==> src/hdl/lbc_fifo.sv <==
// Two-entry queue used between the front and back parts and at the result side.
// Depends on nothing but its width parameter.
module lbc_fifo #(
	parameter int W = 8
) (
	input  logic         clk,
	input  logic         arst_n,
	input  logic         push,
	input  logic [W-1:0] din,
	output logic         full,
	input  logic         pop,
	output logic [W-1:0] dout,
	output logic         empty
);

	logic [W-1:0] mem_q [2];
	logic         wr_q;
	logic         rd_q;
	logic [1:0]   cnt_q;
	logic         do_push;
	logic         do_pop;

	assign full    = (cnt_q == 2'd2);
	assign empty   = (cnt_q == 2'd0);
	assign do_push = push && !full;
	assign do_pop  = pop && !empty;
	assign dout    = mem_q[rd_q];

	always_ff @(posedge clk or negedge arst_n) begin
		if (!arst_n) begin
			wr_q  <= 1'b0;
			rd_q  <= 1'b0;
			cnt_q <= 2'd0;
		end else begin
			if (do_push) begin
				wr_q <= !wr_q;
			end
			if (do_pop) begin
				rd_q <= !rd_q;
			end
			if (do_push && !do_pop) begin
				cnt_q <= cnt_q + 2'd1;
			end else if (do_pop && !do_push) begin
				cnt_q <= cnt_q - 2'd1;
			end
		end
	end

	always_ff @(posedge clk) begin
		if (do_push) begin
			mem_q[wr_q] <= din;
		end
	end

endmodule

==> config.mk <==
export PLATFORM = sky130hd
export DESIGN_NAME = lbc_fifo
export DESIGN_NICKNAME = d
export VERILOG_FILES = /design/src/hdl/lbc_fifo.sv
export SDC_FILE = /design/constraint.sdc
export NUM_CORES = 1
export LEC_CHECK = 0
export BUFFER_PORTS_ARGS = -buffer_cell sky130_fd_sc_hd__buf_2
export CAP_MARGIN = 5
export CORE_AREA = 2 2 48 50
export CTS_CLUSTER_SIZE = 30
export DETAILED_ROUTE_END_ITERATION = 7
export DIE_AREA = 0 0 50 52
export PLACE_DENSITY = 0.67
export SLEW_MARGIN = 10
export SYNTH_ARGS = -nofsm -noshare
export SYNTH_HDL_FRONTEND = slang
export SYNTH_SLANG_ARGS = --single-unit
==> constraint.sdc <==
create_clock -name clk -period 1.6 [get_ports clk]
set_input_delay 0.08 -clock clk [delete_from_list [all_inputs] [get_ports clk]]
set_output_delay 0.08 -clock clk [all_outputs]
set_load 0.1 [all_outputs]
==> results_dict.tcl, run 1 <==
set metrics [dict create \
    status "finished clean" \
    worst_slew_pin_slew_ps 498.5 \
    hold_viol 0 \
    syn_nets 57 \
    gp_congestion 0.6010 \
    cts-buffers-inserted 3 \
    drtIter0Drc 1 \
    avgSynthCellArea_sq_um 17.77 \
    grt_pass1_vias 453 \
    fin_crit_ps 1546 \
    htree_levels 1 \
    tns_ps 0 \
    routed_wl_microns 1288 \
    dp.cells 94 \
    cts_tree "yes" \
    synthMuxAreaShare_pct 11.52 \
    grt_first_pass_wirelength_microns 1966 \
    cts.clk_slew.worst_paths_ps 100 \
    crit_fanout 9 \
    synth_top_cell_by_area "edfxtp_1" \
    io_pins 22 \
    n_fill_cell 174 \
    coreArea_sq_um 2106 \
    ant_nets 0 \
    area_growth_pct 36.00 \
    slew_viol_final 0 \
    maxCapViolations 0 \
    num_rows 17 \
    ys_warn_count 0 \
    synth-xor-area-share_pct 6.560 \
    cp.arrival_ps 1470 \
    synth_cells 44 \
    cts-root-buf "clkbuf_4" \
    first_pass_iters 2 \
    chipWidth_microns 50 \
    synth_simple_gate_area_share_pct 3.840 \
    die-area_sq_um 2600 \
    yosysTopAreaCellShare_pct 61.44 \
    cts_sinks 20 \
    grt_max_degree 12 \
    synth-adder-area-share_pct 1.600 \
    cts_setup_buffers 0 \
    fin_worst_skew_ps 5.699 \
    nNetsFinal 93 \
    vias 454 \
    drive_gt1_share_pct 43.04 \
    synth_compound_area_share_pct 0.6400 \
    initial_core_util_pct 37.14 \
    start_kind "register" \
    port_buffers 21 \
    ys_ff_latch 20 \
    hold_class "input pin to register" \
    avgRoutedWirePerCell_microns 12.04 \
    required_ps 1520 \
    synth_area_leaders "edfxtp_1 61%, dfrtp_1 13%, mux2_1 8.6%" \
    hpwl_microns 913.1 \
    synth_cell_types 15 \
    vias_per_cell 4.243 \
    ys_seq_area_share_pct 74.24 \
    antenna_found_initial 0 \
    critPathKind "register to output port" \
    synth_top_family_by_area "multiplexers" \
    crit_path_end_kind "output port" \
    finalNonFillerCells 107 \
    rsz0062_at_grt "no" \
    finalCritPeriodShare_pct 96.60 \
    synth_area_sq_um 782.0 \
    clock_latency_ps 290 \
    gr-total-overflow 0 \
    max_slew_margin_pct 66.99 \
    die_h_microns 52 \
    post-route-drc-count 0 \
    clockBufferDepth 2 \
    antenna_cells 0 \
    grt.total_usage_pct 11.01 \
    setup_viol 0 \
    fmax_ghz 0.6470 \
]
-- sequential cells by signal, indices dropped and copies added (netlist names) --
register,flops
mem_q,16
cnt_q,2
rd_q,1
wr_q,1
-- cell type report --
class                           instances  area (sq um)  share of cell area, %
Multi-Input combinational cell         21         198.9                  18.71
Timing Repair Buffer                   32         212.7                  20.00
Clock inverter                          1         3.754                 0.3529
Clock buffer                            3         22.52                  2.118
Inverter                                2         7.507                 0.7059
Tap cell                               28         35.03                  3.294
Sequential cell                        20         583.1                  54.82
-- through the flow --
step	setup WS (ps)	cell area, sq um	util (%)	hold WS [ps]
CTS	36.23	1052	49.97	73.60
global route	0.9891	1064	50.51	75.04
global placement	123.2	934.6	44.39	-109.9
finish	54.33	1064	50.51	80.98
detailed placement	93.14	934.6	44.39	-108.2
floorplan	190.7	784.5	-	-215.6
-- path summary, 6_finish.rpt --
check / start / end / slack, ps / cells past startpoint
max: rd_q / dout[5] / 50 / 2
min: push / wr_q / 80 / 3
max reg2reg: cnt_q[0] / cnt_q[1] / 140 / 6
min reg2reg: wr_q / wr_q / 530 / 1
max in group asynchronous: arst_n / rd_q / 1360 / 2
min in group asynchronous: arst_n / cnt_q[0] / 110 / 2
-- routing by layer --
metal	up-vias	wire [microns]	GRT usage, %	share of wire (%)
li1	226	-	-	-
met1	211	595	13.66	46
met2	15	606	16.23	47
met3	2	76	3.161	5.9
met4	0	9	8.333	0.70
met5	-	0	0	0
-- cells by family (layout without fill, tap and decap cells) --
| family | count (synthesis) | after routing |
|---|---|---|
| buffers and inverters | 3 | 38 |
| xor gates and xnor gates | 5 | 5 |
| AOI/OAI and AO/OA | 1 | 1 |
| and+or+nand+nor | 6 | 6 |
| muxes | 8 | 8 |
| adders and majority gates | 1 | 1 |
| DFF | 20 | 20 |
-- cells in the mapped netlist (all sizes together) --
master,number
mux2,8
dfrtp,4
edfxtp,16
nand2b,1
nand2,1
ha,1
buf,1
xor2,2
o21ai,1
nor2,3
and3,1
inv,2
xnor2,3
-- critical path: stages, from the launching register on --
cell	delay, ps
dfrtp_2	510
mux2_2	250
buf_2	410
-- cell usage in the layout, fill, tap and decap left out --
master,n
buf_2,20
edfxtp_1,16
dlygate4sd3_1,9
mux2_1,6
clkbuf_4,4
inv_1,2
mux2_2,2
nor2_1,2
xnor2_1,2
xor2_1,2
dfrtp_2,2
dfrtp_1,2
buf_4,2
nand2b_4,1
nand2_2,1
nor2_2,1
o21ai_1,1
and3_1,1
xnor2_2,1
ha_1,1
clkinv_1,1
-- repair_timing --
action / in CTS / in global routing
hold buffers: 9 / 0
hold endpoints to repair: 20 / 0
resized for setup: 1 / 3
endpoints found under the setup margin: 8 / 3
Power of run 1 is not shown: default switching activity piles up to over one toggle a cycle in this logic, so the estimate is an artifact.
==> run 2, diff against run 1 <==
Settings changed: ABC_CLOCK_PERIOD_IN_PS set to 1600, BUFFER_PORTS_ARGS -buffer_cell sky130_fd_sc_hd__buf_2 to -buffer_cell sky130_fd_sc_hd__clkbuf_2, CAP_MARGIN 5 to unset.
==> results_dict.tcl, run 2 (same netlist as run 1, synthesis figures left out) <==
set metrics [dict create \
    finalNonFillerCells 109 \
    status "finished clean" \
    coreArea_sq_um 2106 \
    regMostFlops "mem_q" \
    crit_buf_inv 1 \
    antenna_found_initial 0 \
    cts-root-buf "clkbuf_4" \
    htree_levels 1 \
    routed_wl_microns 1243 \
    gr-total-overflow 0 \
    hold_class "input pin to register" \
    die-area_sq_um 2600 \
    crit_path_end_kind "output port" \
    worst_slew_pin_slew_ps 537.4 \
    ant_nets 0 \
    pre_cts_ws_ps 87.05 \
    maxCapViolations 0 \
    r2r.worst_path.cells 7 \
    grt_max_degree 13 \
    max_slew_margin_pct 64.33 \
    setup_viol 0 \
    drtIter0Drc 2 \
    cts_tree "yes" \
    port_buffers 21 \
    fin_crit_ps 1526 \
    n_fill_cell 183 \
    antenna_cells 0 \
    grt_pass1_vias 451 \
    multi_input_area_sq_um 191.4 \
    critPathTopFamily "flip-flops" \
    die_h_microns 52 \
    hold_path_depth 3 \
    hpwl_microns 852.3 \
    nNetsFinal 95 \
    final_cell_mix "16 x edfxtp_1, 12 x clkbuf_2, 11 x clkbuf_4" \
    required_ps 1520 \
    initial_core_util_pct 37.14 \
    avgRoutedWirePerCell_microns 11.40 \
    vias_per_cell 4.321 \
    critical_path.slowest_cell "dfrtp_2" \
    clockBufferDepth 2 \
    clock_latency_ps 300 \
    vias 471 \
    largest_register_ffs 16 \
    crit_fanout 9 \
    post-route-drc-count 0 \
    reg_top3 "mem_q: 16 flops, cnt_q: 2 flops" \
    gp_congestion 0.6008 \
    hold_viol 0 \
    critPathKind "register to output port" \
    slew_viol_final 0 \
    crit_chain "mux2_2 -> clkbuf_4" \
    io_pins 22 \
    fin_ws_ps 73.91 \
    num_rows 17 \
    drive_gt1_share_pct 44.44 \
    grt_first_pass_wirelength_microns 1994 \
    worst-path-stages 2 \
    fin_area_sq_um 1117 \
    start_kind "register" \
    dp.cells 93 \
    max_stage_delay_ps 500 \
    fin_worst_skew_ps 4.814 \
    grt.total_usage_pct 10.85 \
    cp.arrival_ps 1450 \
    mostFrequentLayoutCell "edfxtp_1" \
    cts.clk_slew.worst_paths_ps 110 \
    area_growth_pct 42.88 \
    placed_area_sq_um 929.6 \
    regArea_sq_um 583.1 \
    first_pass_iters 2 \
    cts-buffers-inserted 3 \
    chipWidth_microns 50 \
    finalCritPeriodShare_pct 95.38 \
    fmax_ghz 0.6553 \
    cts_sinks 20 \
]
[run 2: cell types whose count changed in the layout (fill, tap and decap cells not counted), sizes merged]
cell	previous run	this run
clkbuf	4	23
buf	22	5
bufinv	0	1
clkinv	1	0
[run 2: final timing paths]
kind,from,endpoint,slack [ps]
worst max-delay path,rd_q,dout[5],70
worst min-delay path,pop,rd_q,70
worst max register to register,cnt_q[0],cnt_q[1],140
worst min register to register,wr_q,wr_q,530
max in group asynchronous,arst_n,rd_q,1360
min in group asynchronous,arst_n,cnt_q[0],110
[run 2: worst min-delay path: stages]
cell and delay, ps:
clkbuf_2 80, o21ai_1 110, xnor2_1 70
[run 2: stage by stage]
stage               utilization [%]  TNS [ps]  hold slack [ps]
global route                  53.06    -9.129            74.21
detailed placement            44.15         0           -103.3
global placement              44.15         0           -106.2
floorplan                         -         0           -215.6
finish                        53.06         0            69.63
CTS                           51.93         0            49.02
[run 2: what timing repair did]
item	in CTS	in global routing
hold buffers	9	0
buffers inserted	0	3
pin swaps	0	2
endpoints found under the hold margin	20	0
setup endpoints to repair	8	1
resized for setup	9	1
gates cloned	0	0
[run 2: routing by layer]
| layer | vias up | share of wire, % | track usage [%] |
|---|---|---|---|
| met5 | - | 0 | 0 |
| met4 | 0 | 2.0 | 8.333 |
| met3 | 4 | 5.3 | 2.874 |
| met2 | 17 | 51 | 16.01 |
| met1 | 219 | 42 | 13.53 |
| li1 | 231 | - | - |
[run 2: layout make-up]
| cell class | count | area share (%) |
|---|---|---|
| sequential | 20 | 52.18 |
| timing repair buffer | 34 | 22.17 |
| multi-input combinational | 21 | 17.13 |
| tap | 28 | 3.136 |
| clock inverter | 1 | 2.688 |
| clock buffer | 3 | 2.016 |
| inverter | 2 | 0.6719 |
Power of run 2 is left out for the same reason.
==> run 3, diff against run 2 <==
--- a/config.mk
+++ b/config.mk
@@ -8,4 +8,5 @@
 export ABC_CLOCK_PERIOD_IN_PS = 1600
 export BUFFER_PORTS_ARGS = -buffer_cell sky130_fd_sc_hd__clkbuf_2
+export CAP_MARGIN = 15
 export CORE_AREA = 2 2 48 50
 export CTS_CLUSTER_SIZE = 30
==> constraint.sdc (replaced) <==
create_clock -name clk -period 1.6 [get_ports clk]
set_input_delay 0.08 -clock clk [delete_from_list [all_inputs] [get_ports clk]]
set_output_delay 0.08 -clock clk [all_outputs]
set_load 0.02 [all_outputs]
==> results_dict.tcl, run 3 (same netlist as run 1, synthesis figures left out) <==
set metrics [dict create \
    finalCritPeriodShare_pct 93.77 \
    htree_levels 1 \
    grt_max_degree 12 \
    clockBufferDepth 2 \
    p_clk_share_pct 13.0 \
    r2r-start "cnt_q[0]" \
    hold_class "input pin to register" \
    vias 458 \
    fmax_ghz 0.6665 \
    die-area_sq_um 2600 \
    n_fill_cell 193 \
    antenna_found_initial 0 \
    tns_ps 0 \
    status "finished clean" \
    gr-total-overflow 0 \
    grt_first_pass_wirelength_microns 1856 \
    hpwl_microns 804.9 \
    cts_sinks 20 \
    p_int_mw 1.152 \
    fin_area_sq_um 1060 \
    die_h_microns 52 \
    drive_gt1_share_pct 41.25 \
    vias_per_cell 4.241 \
    nNetsFinal 94 \
    gp_congestion 0.6303 \
    critPathKind "register to output port" \
    worstHoldStart "push" \
    cts-root-buf "clkbuf_4" \
    port_buffers 21 \
    seqPwrFrac_pct 47.3 \
    antenna_cells 0 \
    setup_viol 0 \
    worst_slew_pin_slew_ps 412.8 \
    hold_viol 0 \
    fin_crit_ps 1500 \
    placed_area_sq_um 924.6 \
    drtIter0Drc 7 \
    first_pass_iters 4 \
    initial_core_util_pct 37.14 \
    slew_viol_final 0 \
    grt.total_usage_pct 10.06 \
    crit_fanout 9 \
    rsz0062_at_grt "no" \
    coreArea_sq_um 2106 \
    crit_path_end_kind "output port" \
    cp.arrival_ps 1420 \
    reg_top3 "mem_q: 16 flops, cnt_q: 2 flops" \
    cts_tree "yes" \
    largest_register_ffs 16 \
    rr_endpoint "cnt_q[1]" \
    hold_end "wr_q" \
    pwr-share-comb_pct 39.6 \
    post-route-drc-count 0 \
    num_rows 17 \
    clock_latency_ps 290 \
    powerDensity_nw_per_um2 1668 \
    ant_nets 0 \
    area_growth_pct 35.52 \
    start_kind "register" \
    mostFrequentLayoutCell "clkbuf_2" \
    whs_ps 63.45 \
    regMostFlops "mem_q" \
    io_pins 22 \
    switching_share_pct 34.87 \
    r2r.worst_path.cells 6 \
    hold_path_depth 3 \
    max_slew_margin_pct 72.48 \
    r2r_slack_ps 130 \
    irDropWorstVdd_v 0.0008488 \
    cts.clk_slew.worst_paths_ps 90 \
    final_cell_mix "21 x clkbuf_2, 16 x edfxtp_1, 9 x dlygate4sd3_1" \
    grt_pass1_vias 428 \
    p_sw_mw 0.6166 \
    cts-buffers-inserted 3 \
    fin_worst_skew_ps 12.67 \
    routed_wl_microns 1177 \
    required_ps 1520 \
    avgRoutedWirePerCell_microns 10.90 \
    chipWidth_microns 50 \
    leakagePower_nw 0.4440 \
    finalNonFillerCells 108 \
    dp.cells 93 \
    maxCapViolations 0 \
]
-- run 3: layer usage --
metal | GRT usage [%] | vias to the layer above | wire, microns
li1 | - | 229 | -
met1 | 12.69 | 208 | 531
met2 | 15.57 | 17 | 545
met3 | 2.011 | 4 | 75
met4 | 6.944 | 0 | 25
met5 | 0 | - | 0
-- run 3: what timing repair did --
| action | in CTS | in global routing |
|---|---|---|
| hold buffers | 9 | 0 |
| gates resized for setup | 0 | 2 |
| endpoints found under the hold margin | 20 | 0 |
| setup endpoints to repair | 0 | 1 |
| buffers inserted | 0 | 2 |
-- run 3: power by group through the flow --
stage / Sequential, mW / Clock, mW / Combinational, mW
2_1_floorplan: 0.793 / 0 / 0.502
3_3_place_gp: 0.846 / 0 / 0.627
3_5_place_dp: 0.855 / 0 / 0.638
4_1_cts: 0.847 / 0.243 / 0.655
5_1_grt: 0.862 / 0.264 / 0.766
6_report: 0.837 / 0.231 / 0.701
-- run 3: worst max-delay path, stage by stage, from the launching register on --
cell and delay, ps:
dfrtp_1 600, mux2_2 380, clkbuf_2 150
-- run 3: layout make-up --
class | instances | area [sq um] | share of cell area, %
Timing Repair Buffer | 33 | 217.7 | 20.54
Multi-Input combinational cell | 21 | 191.4 | 18.06
Inverter | 2 | 7.507 | 0.7084
Clock buffer | 4 | 26.28 | 2.479
Tap cell | 28 | 35.03 | 3.306
Sequential cell | 20 | 581.8 | 54.90
-- run 3: worst max-delay path by stage --
stage                        start          end  slack (ps)  cells after the start
after global placement    cnt_q[0]     cnt_q[1]         160                      6
after detailed placement  cnt_q[0]     cnt_q[1]          90                      6
after CTS                 cnt_q[0]     cnt_q[1]          70                      6
after global routing      cnt_q[0]     cnt_q[1]           7                      6
final                         rd_q      dout[7]         100                      2
after floorplan           cnt_q[0]  mem_q[0][0]         210                      3
-- run 3: metrics by stage --
| stage | power, mW | utilization, % | setup slack (ps) |
|---|---|---|---|
| 6_report | 1.768 | 50.33 | 99.69 |
| 5_1_grt | 1.891 | 50.33 | 6.729 |
| 4_1_cts | 1.744 | 49.44 | 69.56 |
| 3_5_place_dp | 1.493 | 43.91 | 89.58 |
| 3_3_place_gp | 1.473 | 43.91 | 161.4 |
| 2_1_floorplan | 1.295 | - | 207.9 |
Power figures use the tool's default switching activity.
